## src/hw/rtl/sine_range_reduce_polynomial_unit_assert.svh

```systemverilog
// ----------------------------------------------------------------------------
// Assertion macros for the sine range reduction and polynomial unit.
// The macros rely on clk and rst_n being visible where they are used.
// ----------------------------------------------------------------------------
`ifndef SINE_RANGE_REDUCE_POLYNOMIAL_UNIT_ASSERT_SVH
`define SINE_RANGE_REDUCE_POLYNOMIAL_UNIT_ASSERT_SVH

`ifndef SYNTHESIS

// A property that must hold at every clock edge outside reset.
`define SRP_ASSERT(lbl, prop, msg) \
    lbl: assert property (@(posedge clk) disable iff (!rst_n) (prop)) else $error(msg);

// A condition that must be followed by a consequence in the next cycle.
`define SRP_ASSERT_NEXT(lbl, ante, cons, msg) \
    lbl: assert property (@(posedge clk) disable iff (!rst_n) (ante) |=> (cons)) \
        else $error(msg);

`else

`define SRP_ASSERT(lbl, prop, msg)
`define SRP_ASSERT_NEXT(lbl, ante, cons, msg)

`endif

`endif

```

## src/hw/rtl/srp_pkg.sv

```systemverilog
// ----------------------------------------------------------------------------
// srp_pkg
// Types, fixed-point constants and rounding helpers shared by the sine unit.
// ----------------------------------------------------------------------------
package srp_pkg;

    // Width of the polynomial datapath words (Q2.30 with headroom).
    localparam int Q_W    = 34;
    // Width of the registered products.
    localparam int PROD_W = 64;
    // Width of the magnitude of k; |k| never exceeds 41.
    localparam int K_W    = 6;
    // Width of k*pi in Q.48.
    localparam int KPI_W  = 56;
    // Width of the reduced angle in Q.48.
    localparam int XR_W   = 58;
    // Width of the reduced magnitude in Q2.30.
    localparam int M_W    = 31;
    // Number of Horner steps after the innermost coefficient.
    localparam int HORNER_STEPS = 5;

    // 1/pi in unsigned Q0.32 and pi in Q.48.
    localparam logic [31:0]      INV_PI_Q32 = 32'd1367130551;
    localparam logic [KPI_W-1:0] PI_Q48     = 56'd884279719003555;

    // Largest magnitude of k over all angles.
    localparam logic [K_W-1:0]   K_MAX = 6'd41;
    // Upper bound on the reduced magnitude, a little above pi/2 in Q2.30.
    localparam logic [M_W-1:0]   M_MAX = 31'd1700000000;

    // Taylor coefficients in Q2.30.
    localparam logic signed [Q_W-1:0] ONE_Q30 = 34'sd1073741824;
    localparam logic signed [Q_W-1:0] C1_Q30  = -34'sd178956971;
    localparam logic signed [Q_W-1:0] C2_Q30  = 34'sd8947849;
    localparam logic signed [Q_W-1:0] C3_Q30  = -34'sd213045;
    localparam logic signed [Q_W-1:0] C4_Q30  = 34'sd2959;
    localparam logic signed [Q_W-1:0] C5_Q30  = -34'sd27;

    // Coefficients added in each Horner step, outermost last.
    localparam logic signed [Q_W-1:0] HORNER_COEF [HORNER_STEPS] =
        '{C4_Q30, C3_Q30, C2_Q30, C1_Q30, ONE_Q30};

    // Input item.
    typedef struct packed {
        logic signed [31:0] angle;
        logic               last;
    } srp_item_t;

    // Result item.
    typedef struct packed {
        logic signed [31:0] sine;
        logic               last_out;
    } srp_result_t;

    // Reduced angle handed from range reduction to the polynomial.
    typedef struct packed {
        logic           last;
        logic           sgn;
        logic [M_W-1:0] m;
    } srp_red_t;

    // Word carried through the polynomial stages.
    typedef struct packed {
        logic                      last;
        logic                      sgn;
        logic [M_W-1:0]            m;
        logic signed [Q_W-1:0]     z;
        logic signed [PROD_W-1:0]  prod;
    } srp_poly_t;

    // Round a Q4.60 product back to Q2.30, halves away from zero.
    function automatic logic signed [Q_W-1:0] rnd_q30(input logic signed [PROD_W-1:0] p);
        logic [PROD_W-1:0] s;
        s = p + 64'd536870912 - {63'd0, p[PROD_W-1]};
        return s[PROD_W-1:30];
    endfunction

    // Signed product of two datapath words; the true result fits 64 bits.
    function automatic logic signed [PROD_W-1:0] mul_q(input logic signed [Q_W-1:0] a,
                                                       input logic signed [Q_W-1:0] b);
        logic signed [2*Q_W-1:0] full;
        full = a * b;
        return full[PROD_W-1:0];
    endfunction

endpackage

```

## src/hw/rtl/srp_reduce.sv

```systemverilog
// ----------------------------------------------------------------------------
// srp_reduce
// Three-stage range reduction: k = round(angle/pi), xr = angle - k*pi,
// and the rounded magnitude of xr in Q2.30 with the final sign.
// ----------------------------------------------------------------------------
`include "sine_range_reduce_polynomial_unit_assert.svh"

module srp_reduce (
    input  logic               clk,
    input  logic               rst_n,
    input  logic               in_valid,
    output logic               in_ready,
    input  srp_pkg::srp_item_t in_item,
    output logic               out_valid,
    input  logic               out_ready,
    output srp_pkg::srp_red_t  out_red
);
    import srp_pkg::*;

    logic                   s1_valid_reg, s2_valid_reg, s3_valid_reg;
    logic                   s1_ready, s2_ready, s3_ready;

    logic [8:0]             s1_ptop_reg, s1_ptop_next;
    logic signed [31:0]     s1_angle_reg;
    logic                   s1_last_reg;

    logic [K_W-1:0]         s2_kmag_reg, s2_kmag_next;
    logic [KPI_W-1:0]       s2_kpi_reg, s2_kpi_next;
    logic signed [31:0]     s2_angle_reg;
    logic                   s2_last_reg;

    srp_red_t               s3_red_reg, s3_red_next;

    logic [31:0]            s1_abs;
    logic [63:0]            s1_prod;
    logic [9:0]             s2_round;
    logic signed [XR_W-1:0] s3_xs, s3_xr;
    logic [XR_W-1:0]        s3_axr, s3_msum;

    // Stage handshake: a stage takes a new item when empty or draining.
    assign s3_ready = !s3_valid_reg || out_ready;
    assign s2_ready = !s2_valid_reg || s3_ready;
    assign s1_ready = !s1_valid_reg || s2_ready;
    assign in_ready = s1_ready;

    // Stage 1: magnitude of the angle times 1/pi.
    always_comb
    begin
        s1_abs       = in_item.angle[31] ? (~in_item.angle + 32'd1) : in_item.angle;
        s1_prod      = {32'd0, s1_abs} * {32'd0, INV_PI_Q32};
        s1_ptop_next = s1_prod[63:55];
    end

    // Stage 2: round to the nearest integer and form |k|*pi.
    always_comb
    begin
        s2_round     = {1'b0, s1_ptop_reg} + 10'd1;
        s2_kmag_next = s2_round[K_W:1];
        s2_kpi_next  = {{(KPI_W-K_W){1'b0}}, s2_kmag_next} * PI_Q48;
    end

    // Stage 3: subtract k*pi with the sign of the angle, then round to Q2.30.
    always_comb
    begin
        s3_xs  = {{2{s2_angle_reg[31]}}, s2_angle_reg, 24'd0};
        if (s2_angle_reg[31])
            s3_xr = s3_xs + $signed({2'b00, s2_kpi_reg});
        else
            s3_xr = s3_xs - $signed({2'b00, s2_kpi_reg});
        s3_axr  = s3_xr[XR_W-1] ? (~s3_xr + 58'd1) : s3_xr;
        s3_msum = s3_axr + 58'd131072;
        s3_red_next.m    = s3_msum[M_W+17:18];
        s3_red_next.sgn  = s3_xr[XR_W-1] ^ s2_kmag_reg[0];
        s3_red_next.last = s2_last_reg;
    end

    // Valid bits.
    always_ff @(posedge clk or negedge rst_n)
    begin
        if (!rst_n)
        begin
            s1_valid_reg <= 1'b0;
            s2_valid_reg <= 1'b0;
            s3_valid_reg <= 1'b0;
        end
        else
        begin
            if (s1_ready)
                s1_valid_reg <= in_valid;
            if (s2_ready)
                s2_valid_reg <= s1_valid_reg;
            if (s3_ready)
                s3_valid_reg <= s2_valid_reg;
        end
    end

    // Payload registers, loaded only when a valid item moves in.
    always_ff @(posedge clk)
    begin
        if (in_valid && s1_ready)
        begin
            s1_ptop_reg  <= s1_ptop_next;
            s1_angle_reg <= in_item.angle;
            s1_last_reg  <= in_item.last;
        end
        if (s1_valid_reg && s2_ready)
        begin
            s2_kmag_reg  <= s2_kmag_next;
            s2_kpi_reg   <= s2_kpi_next;
            s2_angle_reg <= s1_angle_reg;
            s2_last_reg  <= s1_last_reg;
        end
        if (s2_valid_reg && s3_ready)
            s3_red_reg <= s3_red_next;
    end

    assign out_valid = s3_valid_reg;
    assign out_red   = s3_red_reg;

    `SRP_ASSERT(a_kmag_range, s2_valid_reg |-> (s2_kmag_reg <= K_MAX), "k out of range")
    `SRP_ASSERT(a_m_range, s3_valid_reg |-> (s3_red_reg.m <= M_MAX), "reduced angle beyond pi/2")
    `SRP_ASSERT_NEXT(a_take, in_valid && s1_ready, s1_valid_reg, "accepted item not held")

endmodule

```

## config.mk

```make
export PLATFORM = sky130hd
export DESIGN_NAME = srp_reduce
export DESIGN_NICKNAME = d
export VERILOG_FILES = /design/src/hw/rtl/srp_pkg.sv /design/src/hw/rtl/srp_reduce.sv
export VERILOG_INCLUDE_DIRS = /design/src /design/src/hw/rtl
export SDC_FILE = /design/constraint.sdc
export NUM_CORES = 2
export LEC_CHECK = 0
export BUFFER_PORTS_ARGS = -buffer_cell sky130_fd_sc_hd__buf_4
export CAP_MARGIN = 20
export CORE_UTILIZATION = 40
export DETAILED_ROUTE_END_ITERATION = 8
export MAX_ROUTING_LAYER = met4
export PLACE_DENSITY_LB_ADDON = 0.25
export SLEW_MARGIN = 25
export SYNTH_ARGS = -nofsm -noshare
export SYNTH_HDL_FRONTEND = slang
export SYNTH_SLANG_ARGS = --single-unit
export TNS_END_PERCENT = 10
```

## constraint.sdc

```tcl
create_clock -name clk -period 8 [get_ports clk]
set_clock_uncertainty 0.15 [all_clocks]
set_input_delay 0.4 -clock clk [delete_from_list [all_inputs] [get_ports clk]]
set_output_delay 0.4 -clock clk [all_outputs]
set_load 0.02 [all_outputs]
```

# Word-level counts from Yosys, hierarchy flattened
# Cells that the tools add are included.
[word_totals]
register_bits = 166
[classes]
n_bitwise = 3
reduce_logical = 9
n_mux = 3
n_mul = 2
add_sub_neg = 6
[op_table]
columns = ["operator", "count"]
rows = [
  ["$mul 32x31->62 const B", 1],
  ["$add 56x57->58", 1],
  ["$mux 58", 1],
  ["$sub 56x57->58", 1],
  ["$mul 6x50->56 const B", 1],
  ["$add 49x1->49 const B", 1],
  ["$add 49x18->49 const B", 1],
  ["$mux 49", 1],
  ["$not 49->49", 1],
  ["$add 32x1->32 const B", 1],
  ["$mux 32", 1],
  ["$not 32->32", 1],
  ["$add 7x1->7 const B", 1],
  ["$logic_and 1x1->1", 3],
  ["$logic_not 1->1", 3],
  ["$logic_or 1x1->1", 3],
  ["$xor 1x1->1", 1],
]

# Longest topological paths before layout
[logic_depth]
ltp_word = 6
ltp_mapped = 36
depth_no_buf = 36

# Worst setup path before layout
# No wires, ideal clock.
[synth_timing]
kind = "input to register"
from = "input port in_item[4] in the netlist's numbering"
to = "register s1_ptop_reg[6] (data pin)"
setup_slack_ns = -1.476
path_buffers = 0
t_required_ns = 7.590
arrival_ns = 9.066
stages = 30
setup_time_ns = 0.260
cell_sequence = "or3_1 or4_1 nor3_1 nand3_1 nor2b_1 nand3_1 nor4b_1 inv_1 fa_1 inv_1 fa_1 fa_1 fa_1 fa_1 ha_1 ha_1 a21o_1 a21o_1 a21o_1 a21o_1 a21o_1 a21o_1 a21oi_1 o31a_1 a2bb2oi_1 and2_1 a21oi_1 a21o_1 a21oi_1 xnor2_1"
[synth_via]
elab_chain_len = 4
[synth_rtl]
columns = ["element", "line", "text"]
rows = [
  ["start: declaration", "srp_reduce.sv:13", "input srp_pkg::srp_item_t in_item,"],
  ["$not 32->32", "srp_reduce.sv:49", "s1_abs = in_item.angle[31] ? (~in_item.angle + 32'd1) : in_item.angle;"],
  ["$add 32x1->32", "srp_reduce.sv:49", ""],
  ["$mux 32 *", "srp_reduce.sv:49", ""],
  ["$mul 32x31->62 *", "srp_reduce.sv:50", "s1_prod = {32'd0, s1_abs} * {32'd0, INV_PI_Q32};"],
  ["via s1_prod[61]", "srp_reduce.sv:35", "logic [63:0] s1_prod;"],
  ["end signal: assignment", "srp_reduce.sv:102", "s1_ptop_reg <= s1_ptop_next;"],
  ["end: declaration", "srp_reduce.sv:23", "logic [8:0] s1_ptop_reg, s1_ptop_next;"],
]
# The timed path passes the listed nets; every way through them passes the cells marked *.
# A chain may end at the register's enable or synchronous reset.

# Worst setup path in the final report
[layout_timing]
from = "input port in_item[3] in the netlist's numbering"
to = "register s1_ptop_reg[6] (data pin)"
# The elaborated chain is that of the path after synthesis.

==> flow_metrics.py <==
metrics = {
    "outcome": {
        "status": "complete, but fails checks",
        "violations": "setup timing",
    },
    "critical_path": {
        "path_class": "in -> reg",
        "critPathBufInv": 7,
        "critical_path.most_common_cell": "fa_1",
        "path_delay_family": "adder cells",
        "critical_path.startpoint_type": "input pin",
        "cp_slowest_cell": "fa_1",
        "reg2reg_depth": 21,
        "cp_data_required_time_ps": 8060,
        "crit_cells": 36,
        "cp_slowest_stage_delay_ps": 510,
        "cp-end-kind": "flop",
        "arrival_ps": 8700,
        "ff2ff_setup_slack_ps": 1190,
        "cp_max_fo": 4,
    },
    "layout": {
        "final_nets": 4567,
        "largest_register_ffs": 56,
        "drive_gt1_frac": 0.152,
        "fillCellCount": 7455,
        "areaGrowthSynthToFinish_pct": 16.4,
        "n_antenna_cell": 0,
        "seq_area_sq_um": 4940,
        "multi_input_area_sq_um": 23600,
    },
    "cts": {
        "cts_tree": "yes",
        "cts-root-buf": "clkbuf_16",
        "cts_made_buffers": 17,
        "worstSkewPairLatency_ps": 460,
        "clockBufferDepth": 2,
        "clock-sinks": 165,
        "htree_levels": 4,
        "clk_pin_slew_ps": 80,
    },
    "timing": {
        "setup_ws_ps": -632,
        "worst_slew_pin_slew_ps": 993,
        "setup_viol": 7,
        "grt_setup_unrepaired": "true",
        "hold_viol_final": 0,
        "min_period_ps": 8630,
        "period_share": 1.08,
        "fmax_mhz": 116,
        "slew_headroom": 0.338,
        "finalMaxSlewViolations": 0,
    },
    "route": {
        "drc": 0,
        "dr.pass1.iters": 5,
        "routedWlPerCell_microns": 17.6,
        "ant_nets": 0,
        "wl_microns": 81200,
        "vias": 22900,
        "vias_per_cell": 4.96,
        "first_iter_violations": 1237,
    },
    "yosys": {
        "synth_most_common_cell": "inv_1",
        "syn_area_per_cell_sq_um": 9.83,
        "synth_edf_count": 162,
        "syn_inst": 3197,
        "synth_area_leaders": "fa_1, ha_1, edfxtp_1, inv_1, xnor2_1",
        "synth_commonest_cells": "inv_1, ha_1, fa_1",
        "synthesis.nets": 4207,
        "synth_top_area_share": 0.282,
        "yosys.cell_types.count": 98,
        "synth-seq-cells": 165,
        "yosysWarnings": 0,
        "netlist_area_sq_um": 31400,
        "synth-seq-area-share": 0.157,
        "synth.largest_area_cell": "fa_1",
        "ys.flop_type": "edfxtp_1",
        "async_flop_share": 0.0182,
    },
    "global_routing": {
        "gr-usage-all-layers": 0.221,
        "grt_pass1_vias": 23700,
        "grt_pass1_wl_microns": 131000,
        "antenna_found_initial": 0,
        "grt_max_degree": 69,
        "grt_overflow": 0,
    },
    "floorplan": {
        "dieArea_sq_um": 79700,
        "row_count": 102,
        "die_w_microns": 282,
        "core_sq_um": 77600,
        "die_height_microns": 282,
        "ioPinCount": 72,
        "start_util": 0.405,
    },
    "job": {
        "cap_violations": 0,
    },
    "place": {
        "hpwl_microns": 72200,
        "post-place-ws_ps": -1430,
        "gp_congestion": 0.948,
        "port_buffers": 71,
    },
    "min_path": {
        "holdPathStages": 1,
        "hold_class": "in -> reg",
    },
}
[path summary, 6_finish.rpt]
| path | start | endpoint |
|---|---|---|
| hold / removal | in_item[27] | s1_angle_reg[26] |
| min in group asynchronous | rst_n | out_valid |
| max in group asynchronous | rst_n | s1_valid_reg |
| hold reg to reg | s1_angle_reg[22] | s2_angle_reg[22] |
| setup / recovery | in_item[3] | s1_ptop_reg[6] |
| setup reg to reg | s1_ptop_reg[0] | s2_kpi_reg[53] |
[per-stage QoR]
step | util | hold WS [ps] | std cells | instance area [sq um] | TNS (ps)
finish | 0.471 | 47.2 | 4610 | 36600 | -2850
CTS | 0.471 | 16.2 | 4610 | 36500 | -2560
global route | 0.471 | 21.8 | 4610 | 36600 | -5110
detailed placement | 0.458 | 43.4 | 4562 | 35600 | -8730
floorplan | - | -45.6 | 3197 | 31600 | -3390
global placement | 0.458 | 43.0 | 4562 | 35600 | -8610
[what timing repair did]
item,in CTS,in global routing
buffers inserted,13,0
resized for setup,48,10
hold buffers,3,0
setup endpoints to repair,7,7
endpoints found under the hold margin,5,0
pin swaps,66,9
[final cells by class]
type,count,area share
multi-input combinational,2158,0.645
clock buffer,17,0.0116
timing repair buffer,391,0.0835
inverter,824,0.0846
clock inverter,15,0.00489
sequential,165,0.135
tap,1040,0.0356
[metal layers]
metal	vias up	GRT usage	part of all wire
li1	11200	-	-
met2	397	0.348	0.47
met5	-	-	0
met1	11200	0.309	0.48
met4	0	0.0444	0.016
met3	65	0.0221	0.036
[cells in the final DEF (no fill, tap or decap), types with 14 or more instances in the layout]
cell,instances
nand2_1,99
fa_1,438
o21ai_0,66
nor2_1,115
edfxtp_1,162
xnor2_1,127
o31ai_1,14
inv_1,814
nand4_1,34
a21oi_1,143
nor3_1,48
buf_4,375
nor4_1,17
o21bai_1,17
clkbuf_16,17
ha_1,519
or3_1,21
nand2b_1,20
or4_1,15
nor2b_1,31
a21o_1,52
nand3_1,36
xor2_1,50
[kinds of logic (layout without fill, tap and decap cells)]
family / after synthesis / after routing / share of synthesized area
adder cells (fa/ha/maj): 973 / 973 / 0.493
XOR/XNOR: 191 / 191 / 0.0537
flip-flops: 165 / 165 / 0.157
buffers and inverters: 874 / 1247 / 0.105
AO/OA/AOI/OAI: 459 / 459 / 0.0970
multiplexers: 9 / 9 / 0.00291
AND/OR/NAND/NOR: 526 / 526 / 0.0911
Power is not shown: default switching activity piles up to over one toggle a cycle in this logic, so the estimate is an artifact.
